$ cat src/mfab_pkg.sv
// ----------------------------------------------------------------------------
// mfab_pkg: shared types and constants for the multi-format alpha blender
// Mode codes, lane masks and the configuration bundle seen by the datapath.
// ----------------------------------------------------------------------------
`default_nettype none

package mfab_pkg;

  localparam int PixelWidth = 32;

  // Blend modes
  localparam logic [2:0] MODE_RGB888_SURF = 3'd0;
  localparam logic [2:0] MODE_ARGB_PIXEL  = 3'd1;
  localparam logic [2:0] MODE_565_SURF    = 3'd2;
  localparam logic [2:0] MODE_555_SURF    = 3'd3;
  localparam logic [2:0] MODE_ARGB_TO_565 = 3'd4;
  localparam logic [2:0] MODE_ARGB_TO_555 = 3'd5;

  // Configuration register indexes
  localparam logic REG_BLEND_MODE    = 1'b0;
  localparam logic REG_SURFACE_ALPHA = 1'b1;

  localparam logic [2:0] BLEND_MODE_RESET    = MODE_RGB888_SURF;
  localparam logic [7:0] SURFACE_ALPHA_RESET = 8'hff;

  localparam logic [31:0] MASK_RB       = 32'h00ff00ff;
  localparam logic [31:0] MASK_G        = 32'h0000ff00;
  localparam logic [31:0] MASK_HALF888  = 32'h00fefefe;
  localparam logic [31:0] MASK_LSB888   = 32'h00010101;
  localparam logic [31:0] ALPHA_OPAQUE  = 32'hff000000;
  localparam logic [31:0] LANES565      = 32'h07e0f81f;
  localparam logic [31:0] LANES555      = 32'h03e07c1f;
  localparam logic [15:0] MASK_HALF565  = 16'hf7de;
  localparam logic [15:0] MASK_HALF555  = 16'hfbde;

  typedef struct packed {
    logic [2:0] blend_mode;
    logic [7:0] surface_alpha;
  } cfg_t;

endpackage

`default_nettype wire

$ cat src/mfab_blend_core.sv
// ----------------------------------------------------------------------------
// mfab_blend_core: combinational pixel blend
// Blends one source and one destination pixel in the selected mode. One
// shared multiplier serves the red/blue word and the 16-bit packed lanes,
// a second one serves the green channel.
// ----------------------------------------------------------------------------
`default_nettype none

module mfab_blend_core (
  input  wire mfab_pkg::cfg_t cfg,
  input  wire logic [31:0]    src_pixel,
  input  wire logic [31:0]    dst_pixel,
  output logic [31:0]         out_pixel
);

  logic [2:0]  mode;
  logic [7:0]  alpha;
  logic        is_lanes;
  logic        is_565;
  logic [7:0]  a8;
  logic [4:0]  a5;
  logic [31:0] rb_dst;
  logic [31:0] rb_diff;
  logic [31:0] g_dst;
  logic [31:0] g_diff;
  logic [31:0] g_prod;
  logic [31:0] g_res;
  logic [31:0] rb_res;
  logic [31:0] lane_mask;
  logic [31:0] src_lane;
  logic [31:0] dst_lane;
  logic [31:0] lane_diff;
  logic [31:0] lane_sum;
  logic [31:0] lane_res;
  logic [31:0] mul_a;
  logic [7:0]  mul_k;
  logic [31:0] prod;
  logic [31:0] blend;
  logic [31:0] half888;
  logic [16:0] half_sum;
  logic [15:0] half_mask;
  logic [31:0] half16;
  logic [31:0] copy565;
  logic [31:0] copy555;

  assign mode  = cfg.blend_mode;
  assign alpha = cfg.surface_alpha;

  assign is_lanes = (mode == mfab_pkg::MODE_565_SURF) || (mode == mfab_pkg::MODE_555_SURF)
                 || (mode == mfab_pkg::MODE_ARGB_TO_565)
                 || (mode == mfab_pkg::MODE_ARGB_TO_555);
  assign is_565   = (mode == mfab_pkg::MODE_565_SURF) || (mode == mfab_pkg::MODE_ARGB_TO_565);

  assign a8 = (mode == mfab_pkg::MODE_ARGB_PIXEL) ? src_pixel[31:24] : alpha;
  assign a5 = ((mode == mfab_pkg::MODE_565_SURF) || (mode == mfab_pkg::MODE_555_SURF))
            ? alpha[7:3] : src_pixel[31:27];

  // 8-bit channels: red and blue share one word, green on its own
  assign rb_dst  = dst_pixel & mfab_pkg::MASK_RB;
  assign rb_diff = (src_pixel & mfab_pkg::MASK_RB) - rb_dst;
  assign g_dst   = dst_pixel & mfab_pkg::MASK_G;
  assign g_diff  = (src_pixel & mfab_pkg::MASK_G) - g_dst;
  assign g_prod  = g_diff * {24'd0, a8};
  assign g_res   = (g_dst + (g_prod >> 8)) & mfab_pkg::MASK_G;

  // 16-bit formats: move green to the high half so all lanes blend at once
  assign lane_mask = is_565 ? mfab_pkg::LANES565 : mfab_pkg::LANES555;
  assign dst_lane  = {dst_pixel[15:0], dst_pixel[15:0]} & lane_mask;

  always_comb begin
    unique case (mode)
      mfab_pkg::MODE_ARGB_TO_565: begin
        src_lane = ({16'd0, src_pixel[15:10], 10'd0} << 11)
                 + ({8'd0, src_pixel[31:8]} & 32'h0000f800)
                 + {27'd0, src_pixel[7:3]};
      end
      mfab_pkg::MODE_ARGB_TO_555: begin
        src_lane = ({16'd0, src_pixel[15:11], 11'd0} << 10)
                 + ({9'd0, src_pixel[31:9]} & 32'h00007c00)
                 + {27'd0, src_pixel[7:3]};
      end
      default: begin
        src_lane = {src_pixel[15:0], src_pixel[15:0]} & lane_mask;
      end
    endcase
  end

  assign lane_diff = src_lane - dst_lane;

  // Shared multiplier: red/blue word or packed lanes
  assign mul_a = is_lanes ? lane_diff : rb_diff;
  assign mul_k = is_lanes ? {3'd0, a5} : a8;
  assign prod  = mul_a * {24'd0, mul_k};

  assign rb_res   = (rb_dst + (prod >> 8)) & mfab_pkg::MASK_RB;
  assign lane_sum = (dst_lane + (prod >> 5)) & lane_mask;
  assign lane_res = {16'd0, lane_sum[15:0] | lane_sum[31:16]};
  assign blend    = rb_res | g_res;

  // 50% shortcuts
  assign half888 = (((src_pixel & mfab_pkg::MASK_HALF888)
                   + (dst_pixel & mfab_pkg::MASK_HALF888)) >> 1)
                 + (src_pixel & dst_pixel & mfab_pkg::MASK_LSB888);
  assign half_mask = is_565 ? mfab_pkg::MASK_HALF565 : mfab_pkg::MASK_HALF555;
  assign half_sum  = {1'b0, src_pixel[15:0] & half_mask}
                   + {1'b0, dst_pixel[15:0] & half_mask};
  assign half16    = {16'd0, half_sum[16:1]
                   + (src_pixel[15:0] & dst_pixel[15:0] & ~half_mask)};

  // Opaque source copied straight into the 16-bit format
  assign copy565 = {16'd0, src_pixel[23:19], src_pixel[15:10], src_pixel[7:3]};
  assign copy555 = {17'd0, src_pixel[23:19], src_pixel[15:11], src_pixel[7:3]};

  always_comb begin
    unique case (mode)
      mfab_pkg::MODE_RGB888_SURF: begin
        out_pixel = ((alpha == 8'd128) ? half888 : blend) | mfab_pkg::ALPHA_OPAQUE;
      end
      mfab_pkg::MODE_ARGB_PIXEL: begin
        out_pixel = (src_pixel[31:24] == 8'hff) ? src_pixel
                  : (blend | (dst_pixel & mfab_pkg::ALPHA_OPAQUE));
      end
      mfab_pkg::MODE_565_SURF, mfab_pkg::MODE_555_SURF: begin
        out_pixel = (alpha == 8'd128) ? half16 : lane_res;
      end
      mfab_pkg::MODE_ARGB_TO_565: begin
        out_pixel = (src_pixel[31:27] == 5'h1f) ? copy565 : lane_res;
      end
      mfab_pkg::MODE_ARGB_TO_555: begin
        out_pixel = (src_pixel[31:27] == 5'h1f) ? copy555 : lane_res;
      end
      default: begin
        out_pixel = dst_pixel;
      end
    endcase
  end

endmodule

`default_nettype wire

$ cat src/multi_format_alpha_blender.sv
// ----------------------------------------------------------------------------
// multi_format_alpha_blender: per-pixel alpha blend in six formats
// Streaming pixel blender with surface or pixel alpha.
// ----------------------------------------------------------------------------
// Usage:
//   Each transaction on the s_axis side carries a source pixel (tdata[31:0])
//   and a destination pixel (tdata[63:32]); the m_axis side returns one
//   blended pixel per input transaction, in order.
//   Blend mode and surface alpha are written through wr_en/wr_index/wr_data
//   while no transaction is in flight.
//   There is one input register, then the blend logic into the result
//   register. Throughput is one pixel per cycle while the receiver keeps
//   m_axis_tready high, set by the single pass through the blend datapath.
//   When the receiver holds m_axis_tready low, the result register holds its
//   pixel and the input register, if empty, takes one more transaction before
//   s_axis_tready drops.
//   Reset clears both valid flags and loads mode 0 with surface alpha 255.
// ----------------------------------------------------------------------------
`default_nettype none

module multi_format_alpha_blender (
  input  wire logic        clk,
  input  wire logic        rst,
  input  wire logic        s_axis_tvalid,
  output logic             s_axis_tready,
  input  wire logic [63:0] s_axis_tdata,   // src_pixel[31:0], dst_pixel[63:32]
  output logic             m_axis_tvalid,
  input  wire logic        m_axis_tready,
  output logic [31:0]      m_axis_tdata,   // out_pixel[31:0]
  input  wire logic        wr_en,
  input  wire logic        wr_index,
  input  wire logic [7:0]  wr_data
);

  mfab_pkg::cfg_t cfg;
  logic           in_valid;
  logic [31:0]    src_q;
  logic [31:0]    dst_q;
  logic           out_valid;
  logic [31:0]    out_pixel;
  logic [31:0]    blend_next;
  logic           out_load;

  always_ff @(posedge clk) begin
    if (rst) begin
      cfg.blend_mode    <= mfab_pkg::BLEND_MODE_RESET;
      cfg.surface_alpha <= mfab_pkg::SURFACE_ALPHA_RESET;
    end else if (wr_en) begin
      unique case (wr_index)
        mfab_pkg::REG_BLEND_MODE:    cfg.blend_mode    <= wr_data[2:0];
        mfab_pkg::REG_SURFACE_ALPHA: cfg.surface_alpha <= wr_data;
        default: ;
      endcase
    end
  end

  // Advance the input stage whenever the result register frees up
  assign out_load      = in_valid && (!out_valid || m_axis_tready);
  assign s_axis_tready = !in_valid || out_load;

  always_ff @(posedge clk) begin
    if (rst) begin
      in_valid <= 1'b0;
    end else if (s_axis_tready) begin
      in_valid <= s_axis_tvalid;
    end
  end

  always_ff @(posedge clk) begin
    if (s_axis_tready && s_axis_tvalid) begin
      src_q <= s_axis_tdata[31:0];
      dst_q <= s_axis_tdata[63:32];
    end
  end

  mfab_blend_core u_core (
    .cfg       (cfg),
    .src_pixel (src_q),
    .dst_pixel (dst_q),
    .out_pixel (blend_next)
  );

  always_ff @(posedge clk) begin
    if (rst) begin
      out_valid <= 1'b0;
    end else if (out_load) begin
      out_valid <= 1'b1;
    end else if (m_axis_tready) begin
      out_valid <= 1'b0;
    end
  end

  always_ff @(posedge clk) begin
    if (out_load) begin
      out_pixel <= blend_next;
    end
  end

  assign m_axis_tvalid = out_valid;
  assign m_axis_tdata  = out_pixel;

endmodule

`default_nettype wire

$ cat config.mk
export PLATFORM = sky130hd
export DESIGN_NAME = multi_format_alpha_blender
export DESIGN_NICKNAME = d
export VERILOG_FILES = /design/src/mfab_pkg.sv /design/src/mfab_blend_core.sv /design/src/multi_format_alpha_blender.sv
export SDC_FILE = /design/constraint.sdc
export NUM_CORES = 1
export LEC_CHECK = 0
export ABC_AREA = 1
export BUFFER_PORTS_ARGS = -buffer_cell sky130_fd_sc_hd__buf_2
export CORE_AREA = 8 8 220 264
export DETAILED_ROUTE_END_ITERATION = 8
export DIE_AREA = 0 0 228 272
export GPL_TIMING_DRIVEN = 0
export PLACE_DENSITY = 0.63
export SETUP_SLACK_MARGIN = 0.05
export SKIP_CTS_REPAIR_TIMING = 1
export SYNTH_ARGS = -nofsm -noshare
export SYNTH_HDL_FRONTEND = slang
export SYNTH_SLANG_ARGS = --single-unit
$ cat constraint.sdc
create_clock -name clk -period 8 [get_ports clk]
set_input_delay 1.6 -clock clk [delete_from_list [all_inputs] [get_ports clk]]
set_output_delay 1.6 -clock clk [all_outputs]
set_load 0.005 [all_outputs]
Yosys cells after proc, flatten, opt, wreduce, memory -nomap -nowiden
Index checks and enable logic that the tools add are counted.
{"block": "word_totals", "word_cells": 74, "ff_bits": 109}
{"block": "classes", "eq_ne": 8, "addsub": 14, "mul": 2, "reduce_logical": 15, "n_bitwise": 13, "n_mux": 15}
{"operator": "$pmux W32 S5", "count": 1}
{"operator": "$and A32 B32 Y32", "count": 3}
{"operator": "$add A32 B5 Y32", "count": 2}
{"operator": "$and A16 B16 Y16", "count": 4}
{"operator": "$mux W32", "count": 2}
{"operator": "$pmux W32 S2", "count": 1}
{"operator": "$mux W16", "count": 3}
{"operator": "$add A16 B16 Y16", "count": 2}
{"operator": "$add A32 B27 Y32", "count": 1}
{"operator": "$mul A32 B8 Y24", "count": 1}
{"operator": "$mul A32 B8 Y32", "count": 1}
{"operator": "$or A24 B32 Y32", "count": 1}
{"operator": "$sub A32 B32 Y32", "count": 1}
{"operator": "$add A27 B16 Y28", "count": 1}
{"operator": "$add A26 B15 Y27", "count": 1}
{"operator": "$mux W27", "count": 1}
{"operator": "$add A24 B24 Y25", "count": 1}
{"operator": "$sub A24 B24 Y25", "count": 1}
{"operator": "$add A24 B17 Y24", "count": 1}
{"operator": "$add A24 B24 Y24", "count": 1}
{"operator": "$mux W24", "count": 1}
{"operator": "$or A24 B16 Y24", "count": 1}
{"operator": "$add A16 B16 Y17", "count": 1}
{"operator": "$and A17 B17 Y17", "count": 1}
{"operator": "20 further kinds", "count": 33}

Logic depth before layout (Yosys ltp)
Gate-level depths: netlist of the first run.
{"block": "depth", "ltp_word": 13, "depth_mapped": 54, "depth_no_buf": 53}

Modules after synthesis
A second synthesis of the first run with hierarchy kept.
{"block": "unflattened", "hier_cells": 3020, "hier_area_um2": 21471.8}
{"mod": "mfab_blend_core", "cells_per_inst": 2855, "n_inst": 1, "area_per_inst_um2": 18083.6}
{"mod": "multi_format_alpha_blender", "cells_per_inst": 165, "n_inst": 1, "area_per_inst_um2": 3388.2}

Worst setup path before layout of the first run
Ideal clock, no wire load.
{"block": "synth_path", "path_type": "reg2reg", "startpoint": "register cfg[9] (netlist name)", "endpoint": "register out_pixel[22], in the netlist m_axis_tdata[22], data pin", "t_arrival_ps": 8258, "setup_ps": 252, "path_stages_with_launch": 49, "path_buffers": 1, "slack_ps": -510, "required_ps": 7748, "synth_period_minus_slack_ps": 8510, "cell_sequence": "dfxtp_1 -> inv_1 -> ha_1 -> inv_1 -> clkbuf_1 -> nor3_1 -> a21oi_1 -> ha_1 -> inv_1 -> fa_1 -> nand3_1 -> nand2_1 -> fa_1 -> inv_1 -> o21ai_0 -> inv_1 -> nor2_1 -> fa_1 -> [... 13 more ...] -> fa_1 -> nand3b_1 -> and2_1 -> inv_1 -> a21oi_1 -> o21ai_0 -> a21oi_1 -> o21ai_0 -> nand3_1 -> nor2_2 -> nand2_2 -> o21ai_2 -> xor2_1 -> nand2_1 -> nand2_1 -> nand2_1 -> nand2_1 -> nand2_1"}
{"block": "synth_via", "elab_chain_len": 13, "word_cells_on_any_way": 27}
{"item": "$eq A3 B2 Y1 / $eq A3 B3 Y1 (equally long branches)"}
{"item": "$logic_or A1 B1 Y1", "line_no": "mfab_blend_core.sv:52", "rtl": "assign is_565 = (mode == mfab_pkg::MODE_565_SURF) || (mode == mfab_pkg::MODE_ARGB_TO_565);"}
{"item": "$mux W27", "line_no": "mfab_blend_core.sv:67", "rtl": "assign lane_mask = is_565 ? mfab_pkg::LANES565 : mfab_pkg::LANES555;"}
{"item": "$and A32 B32 Y32", "line_no": "mfab_blend_core.sv:83", "rtl": "src_lane = {src_pixel[15:0], src_pixel[15:0]} & lane_mask;"}
{"item": "$pmux W32 S2", "line_no": "mfab_blend_core.sv:71", "rtl": "unique case (mode)"}
{"item": "$sub A32 B32 Y32", "line_no": "mfab_blend_core.sv:88", "rtl": "assign lane_diff = src_lane - dst_lane;"}
{"item": "$mux W32", "line_no": "mfab_blend_core.sv:91", "rtl": "assign mul_a = is_lanes ? lane_diff : rb_diff;"}
{"item": "$mul A32 B8 Y32", "line_no": "mfab_blend_core.sv:93", "rtl": "assign prod = mul_a * {24'd0, mul_k};"}
{"item": "$add A24 B24 Y24", "line_no": "mfab_blend_core.sv:95", "rtl": "assign rb_res = (rb_dst + (prod >> 8)) & mfab_pkg::MASK_RB;"}
{"item": "$or A24 B16 Y24", "line_no": "mfab_blend_core.sv:98", "rtl": "assign blend = rb_res | g_res;"}
{"item": "$or A24 B32 Y32", "line_no": "mfab_blend_core.sv:121", "rtl": ": (blend | (dst_pixel & mfab_pkg::ALPHA_OPAQUE));"}
{"item": "$mux W32", "line_no": "mfab_blend_core.sv:120", "rtl": "out_pixel = (src_pixel[31:24] == 8'hff) ? src_pixel"}
{"item": "$pmux W32 S5 (*)", "line_no": "mfab_blend_core.sv:115", "rtl": "unique case (mode)"}
{"item": "net blend_next[22]", "line_no": "multi_format_alpha_blender.sv:41", "rtl": "logic [31:0] blend_next;"}
{"item": "to (signal assigned)", "line_no": "multi_format_alpha_blender.sv:95", "rtl": "out_pixel <= blend_next;"}
{"item": "to (decl)", "line_no": "multi_format_alpha_blender.sv:40", "rtl": "logic [31:0] out_pixel;"}
Mark *: on every way through the listed nets, which the timed path passes. The rest lies on a longest branch.
A chain may end at the register's enable or synchronous reset.

Worst setup path after layout of the first run
{"block": "layout_path", "startpoint": "register dst_q[1]", "endpoint": "register out_pixel[10], in the netlist m_axis_tdata[10], data pin"}
{"block": "layout_via", "elab_chain_len": 9, "word_cells_on_any_way": 20}
{"item": "from (decl)", "line_no": "multi_format_alpha_blender.sv:38", "rtl": "logic [31:0] dst_q;"}
{"item": "from (signal assigned)", "line_no": "multi_format_alpha_blender.sv:72", "rtl": "dst_q <= s_axis_tdata[63:32];"}
{"item": "$and A32 B32 Y32", "line_no": "mfab_blend_core.sv:68", "rtl": "assign dst_lane = {dst_pixel[15:0], dst_pixel[15:0]} & lane_mask;"}
{"item": "$sub A32 B32 Y32", "line_no": "mfab_blend_core.sv:88"}
{"item": "$mux W32", "line_no": "mfab_blend_core.sv:91"}
{"item": "$mul A32 B8 Y32", "line_no": "mfab_blend_core.sv:93"}
{"item": "$add A32 B27 Y32", "line_no": "mfab_blend_core.sv:96", "rtl": "assign lane_sum = (dst_lane + (prod >> 5)) & lane_mask;"}
{"item": "$and A32 B32 Y32", "line_no": "mfab_blend_core.sv:96"}
{"item": "$or A16 B16 Y16", "line_no": "mfab_blend_core.sv:97", "rtl": "assign lane_res = {16'd0, lane_sum[15:0] | lane_sum[31:16]};"}
{"item": "$mux W16, on equally long branches", "line_no": "mfab_blend_core.sv:130, mfab_blend_core.sv:124, mfab_blend_core.sv:127"}
{"item": "$pmux W32 S5 (*)", "line_no": "mfab_blend_core.sv:115"}
{"item": "net blend_next[10]", "line_no": "multi_format_alpha_blender.sv:41"}
Marks and branches as above.

==> results of run 1 <==
[final cells by class]
cell class              instances  area [sq um]  share of cell area, %
plain buffers                  57           270                   1.01
clock buffers                   9           225                  0.843
clock inverters                 7          96.3                  0.361
inverters                     629          2420                   9.05
multi-input cells            2196         17800                   66.8
flip-flops and latches        109          3150                   11.8
well taps                     720           901                   3.37
repair buffers                267          1810                   6.79
[worst max-delay path, delay by kind of cell (launching register included)]
kind,cells,cell delay (ns)
adder cells (fa/ha/maj),8,3.49
XOR/XNOR,1,0.23
AO/OA/AOI/OAI,6,0.84
flip-flops,1,0.48
AND/OR/NAND/NOR,23,2.53
buffers and inverters,8,0.86
[layout by cell type, fill, tap and decap left out, drive strengths merged, types with 13 or more instances in the layout]
master and n:
xor2 60, clkbuf 49, edfxtp 96, a21o 14, a31oi 22, nand3 162
nand2 623, o211ai 26, nor3 31, o21ai 133, a21oi 191, inv 619
xnor2 35, nand4 28, buf 284, nor2 365, ha 174, dfxtp 13
fa 225
[logic make-up (layout without fill, tap and decap cells)]
group | count (synthesis) | after routing | share of synthesized area (%)
compound gates | 455 | 455 | 12.7
fa+ha+maj | 399 | 399 | 31.4
flops | 109 | 109 | 14.8
buf+inv | 687 | 969 | 12.3
simple gates | 1247 | 1247 | 24.8
xor+xnor | 95 | 95 | 3.91
[flip-flops by register name, summed over array words and instances, names as in the netlist]
signal / cells
m_axis_tdata: 32
dst_q: 32
cfg: 11
src_q: 32
m_axis_tvalid: 1
in_valid: 1
[how the worst max path moves through the flow]
stage                   from               end
finish              dst_q[1]  m_axis_tdata[10]
global route        dst_q[1]  m_axis_tdata[10]
global placement     cfg[10]  m_axis_tdata[10]
floorplan             cfg[9]  m_axis_tdata[22]
detailed placement   cfg[10]  m_axis_tdata[10]
CTS                  cfg[10]  m_axis_tdata[10]
[through the flow]
step	std cells	setup WS, ns	util [%]	hold WS (ns)
after floorplan	2992	0.0319	-	0.445
after global placement	3823	-2.40	42.1	0.470
after detailed placement	3825	-2.35	42.2	0.524
after CTS	3841	-2.39	42.8	0.540
after global routing	3994	-1.05	49.4	0.553
final	3994	-0.700	49.4	0.534
[metal layers]
| metal | part of all wire, % | wire length [um] |
|---|---|---|
| met4 | 6.8 | 5550 |
| met1 | 39 | 31600 |
| met3 | 6.3 | 5170 |
| met2 | 48 | 39700 |
| met5 | 0 | 0 |
==> flow_summary_export.csv, run 1 <==
group,metric,value,unit
timing,setup_tns,-6.70,ns
logic_synthesis,ys_ff_latch,109,
drt,drc,0,
logic_synthesis,synth_most_common_cell,"inv_1",
die,fp-row-count,94,
die,die_h,272,um
timing,fin_crit,8.70,ns
clock_network,cts_htree_levels,3,
outcome,outcome,"finished, violations left",
clock_network,cts_buffers,9,
logic_synthesis,synthTopCellsByCount,"inv_1, nand2_1, nor2_1",
placed_design,port_buffers,111,
global_route,track_usage,24.9,%
global_route,grt_pass1_wl,119000,um
timing,fin_ws,-0.700,ns
global_route,overflow,0,
worst_setup_path,slowest_delay,0.55,ns
global_route,antenna_found_initial,0,
logic_synthesis,synth_area_per_cell,7.10,sq um
logic_synthesis,async_flop_share,0,%
timing,period_share,109,%
worst_setup_path,r2r_start,"dst_q[1]",
timing,max_freq,115,MHz
timing,clock_skew,0.0178,ns
min_path,min_path_cells,2,
timing,drv_slew,0,
clock_network,clock_latency,0.39,ns
drt,drt-vias-per-instance,5.35,
global_route,grt-busiest-layer,"met2",
clock_network,clockRootBuffer,"clkbuf_16",
outcome,failed_checks,"negative setup slack",
drt,ant_nets,0,
die,die_area,62000,sq um
global_route,grt_pass1_vias,20300,
min_path,hp-start,"cfg[4]",
timing,relSlewSlack,4.94,%
logic_synthesis,ys.flop_type,"edfxtp_1",
placed_design,dpl-instance-area,22800,sq um
timing,rsz0062_at_grt,"yes",
placed_design,gp_congestion,1.02,
finish,syn_to_final_growth,25.7,%
global_route,use_met1,29.8,%
drt,dr.pass1.iters,7,
worst_setup_path,critPathKind,"reg -> reg",
logic_synthesis,synth_top_cell_area_share,21.2,%
finish,stdcell_area,26700,sq um
clock_network,clk_path_buf_depth,2,
die,fp.dieW,228,um
logic_synthesis,ys_seq_area_share,14.8,%
timing,hold_viol,0,
die,num_io_pins,112,
worst_setup_path,r2r_slack,-0.70,ns
finish,fillers,5392,
drt,drt_iter0_markers,1876,
global_route,grt_max_degree,49,
worst_setup_path,crit_arrival,8.86,ns
finish,final_nets,3746,
drt,wl_per_cell,20.5,um
timing,tightest_slew,1.42,ns
worst_setup_path,slowest_stage,"fa_1",
worst_setup_path,crit_required,8.16,ns
logic_synthesis,syn_inst,2992,
global_route,use_met3,2.56,%
die,start_util,39.3,%
finish,diodes,0,
clock_network,clk_pin_slew,0.09,ns
global_route,use_met2,43.5,%
clock_network,clkSinkCount,109,
worst_setup_path,start_kind,"flop",
die,coreArea,54100,sq um
logic_synthesis,synth.net_count,3469,
drt,vias,21400,
min_path,hold_class,"reg -> reg",
run,drv_cap,0,
placed_design,dpl.hpwl,66500,um
logic_synthesis,synth-edff-count,96,
worst_setup_path,reg2reg_to,"m_axis_tdata[10]",
min_path,hold_end,"cfg[4]",
worst_setup_path,endpoint_kind,"flop",
clock_network,cts_tree,"done",
worst_setup_path,crit_fanout,5,
logic_synthesis,yosysWarnings,0,
logic_synthesis,ys_types,63,
worst_setup_path,reg2regPathDepth,46,
logic_synthesis,syn-cell-area,21300,sq um
drt,drt_wl_total,82100,um
worst_setup_path,cpMostUsedCell,"nand2_1",
finish,drive_above_1_share,24.1,%
logic_synthesis,ys_top_cells_by_area,"fa_1, edfxtp_1, inv_1, nand2_1, ha_1",
timing,setup_violations,15,
logic_synthesis,synth_area_leader_cell,"fa_1",
Power of run 1 is left out: the tool's default activity adds up to more than one toggle a clock period on the data nets, which glitch-free logic cannot reach.
==> inputs of run 2 (changes only) <==
--- a/config.mk
+++ b/config.mk
@@ -9,5 +9,5 @@
 export BUFFER_PORTS_ARGS = -buffer_cell sky130_fd_sc_hd__buf_2
-export CORE_AREA = 8 8 220 264
+export CORE_AREA = 8 8 229 253
 export DETAILED_ROUTE_END_ITERATION = 8
-export DIE_AREA = 0 0 228 272
+export DIE_AREA = 0 0 237 261
 export GPL_TIMING_DRIVEN = 0
--- a/constraint.sdc
+++ b/constraint.sdc
@@ -3,2 +3,2 @@
 set_output_delay 1.6 -clock clk [all_outputs]
-set_load 0.005 [all_outputs]
+set_load 0.1 [all_outputs]
==> flow_summary_export.csv, run 2 (synthesis results as in run 1) <==
group,metric,value,unit
die,fp-row-count,90,
placed_design,pre_cts_slack,-2.59,ns
global_route,grt_max_degree,56,
worst_setup_path,critPathKind,"reg -> reg",
global_route,grt_pass1_wl,118000,um
timing,hold_viol,0,
worst_setup_path,crit_fanout,6,
timing,relSlewSlack,7.15,%
finish,final_nets,3752,
worst_setup_path,endpoint_kind,"flop",
drt,drt_iter0_markers,2124,
worst_setup_path,cpMostUsedCell,"nand3_2",
finish,final_common_cell,"inv_1",
clock_network,cts_tree,"done",
finish,drive_above_1_share,26.2,%
drt,drc,0,
finish,fin_cells,3970,
clock_network,clock_latency,0.41,ns
timing,fin_ws,-0.843,ns
timing,clock_skew,0.0224,ns
placed_design,dp_cells,3795,
outcome,failed_checks,"negative setup slack",
placed_design,gp_congestion,0.992,
die,die_area,61900,sq um
clock_network,clockRootBuffer,"clkbuf_16",
worst_setup_path,start_kind,"flop",
min_path,hold_class,"reg -> reg",
placed_design,port_buffers,111,
worst_setup_path,slowest_stage,"edfxtp_1",
timing,tightest_slew,1.38,ns
die,num_io_pins,112,
global_route,overflow,0,
drt,wl_met2,39200,um
clock_network,clkSinkCount,109,
clock_network,cts_buffers,9,
die,die_h,261,um
timing,max_freq,113,MHz
die,coreArea,53900,sq um
drt,ant_nets,0,
timing,drv_slew,0,
finish,layout_common_cells,"inv_1, nand2_1, nor2_1, fa_1, buf_4",
outcome,outcome,"finished, violations left",
global_route,antenna_found_initial,0,
timing,period_share,111,%
drt,dr.pass1.iters,6,
global_route,grt_pass1_vias,20200,
clock_network,cts_htree_levels,3,
drt,topRoutingLayerUsed,"met4",
global_route,track_usage,25.0,%
finish,diodes,0,
run,drv_cap,0,
drt,drt_wl_total,82000,um
drt,drt-vias-per-instance,5.44,
drt,met3_length,5490,um
drt,vias,21600,
min_path,min_path_cells,2,
worst_setup_path,crit_required,8.17,ns
placed_design,dpl.hpwl,65100,um
worst_setup_path,crit_arrival,9.01,ns
finish,fin_util,50.2,%
die,fp.dieW,237,um
finish,syn_to_final_growth,27.4,%
clock_network,clk_path_buf_depth,2,
worst_setup_path,r2r_slack,-0.84,ns
drt,wl_per_cell,20.7,um
timing,setup_violations,16,
worst_setup_path,reg2regPathDepth,47,
die,start_util,39.4,%
clock_network,clk_pin_slew,0.11,ns
drt,wl_met1,32900,um
worst_setup_path,slowest_delay,0.55,ns
timing,fin_crit,8.84,ns
timing,rsz0062_at_grt,"yes",
-- run 2: changes by cell type in the layout (fill, tap and decap cells not counted), sizes merged --
cell | before | now
buf | 284 | 291
inv | 619 | 623
clkinv | 10 | 7
clkbuf | 49 | 48
clkinvlp | 7 | 6
-- run 2: metal layers --
layer	global-route usage (%)	up-vias
li1	-	10000
met1	32.3	10500
met2	42.8	898
met3	2.48	207
met4	10.0	0
met5	0	-
-- run 2: final timing paths --
path | from | endpoint
setup / recovery | dst_q[1] | m_axis_tdata[10]
hold / removal | cfg[0] | cfg[0]
setup reg to reg | dst_q[1] | m_axis_tdata[10]
hold reg to reg | cfg[0] | cfg[0]
-- run 2: worst max-delay path, delay by kind of cell, from the launching register on --
kind	cells	cell delay, ns
fa+ha+maj	7	2.95
compound gates	13	2.08
simple gates	18	1.80
buf+inv	7	0.74
flops	1	0.55
xor+xnor	2	0.44
-- run 2: layout make-up --
cell class,instances,area [sq um]
well taps,690,863
clock inverters,7,88.8
fillers,5202,26900
multi-input cells,2196,18200
plain buffers,55,263
clock buffers,9,225
repair buffers,275,1910
inverters,629,2410
flip-flops and latches,109,3150
-- run 2: stage by stage --
stage / TNS [ns] / hold slack [ns] / instance area, sq um
2_1_floorplan: 0 / 0.445 / 21300
3_3_place_gp: -39.18 / 0.471 / 22700
3_5_place_dp: -38.05 / 0.522 / 22800
4_1_cts: -39.53 / 0.537 / 23100
5_1_grt: -14.95 / 0.556 / 27100
6_report: -9.27 / 0.527 / 27100
Power of run 2 is left out for the same reason.
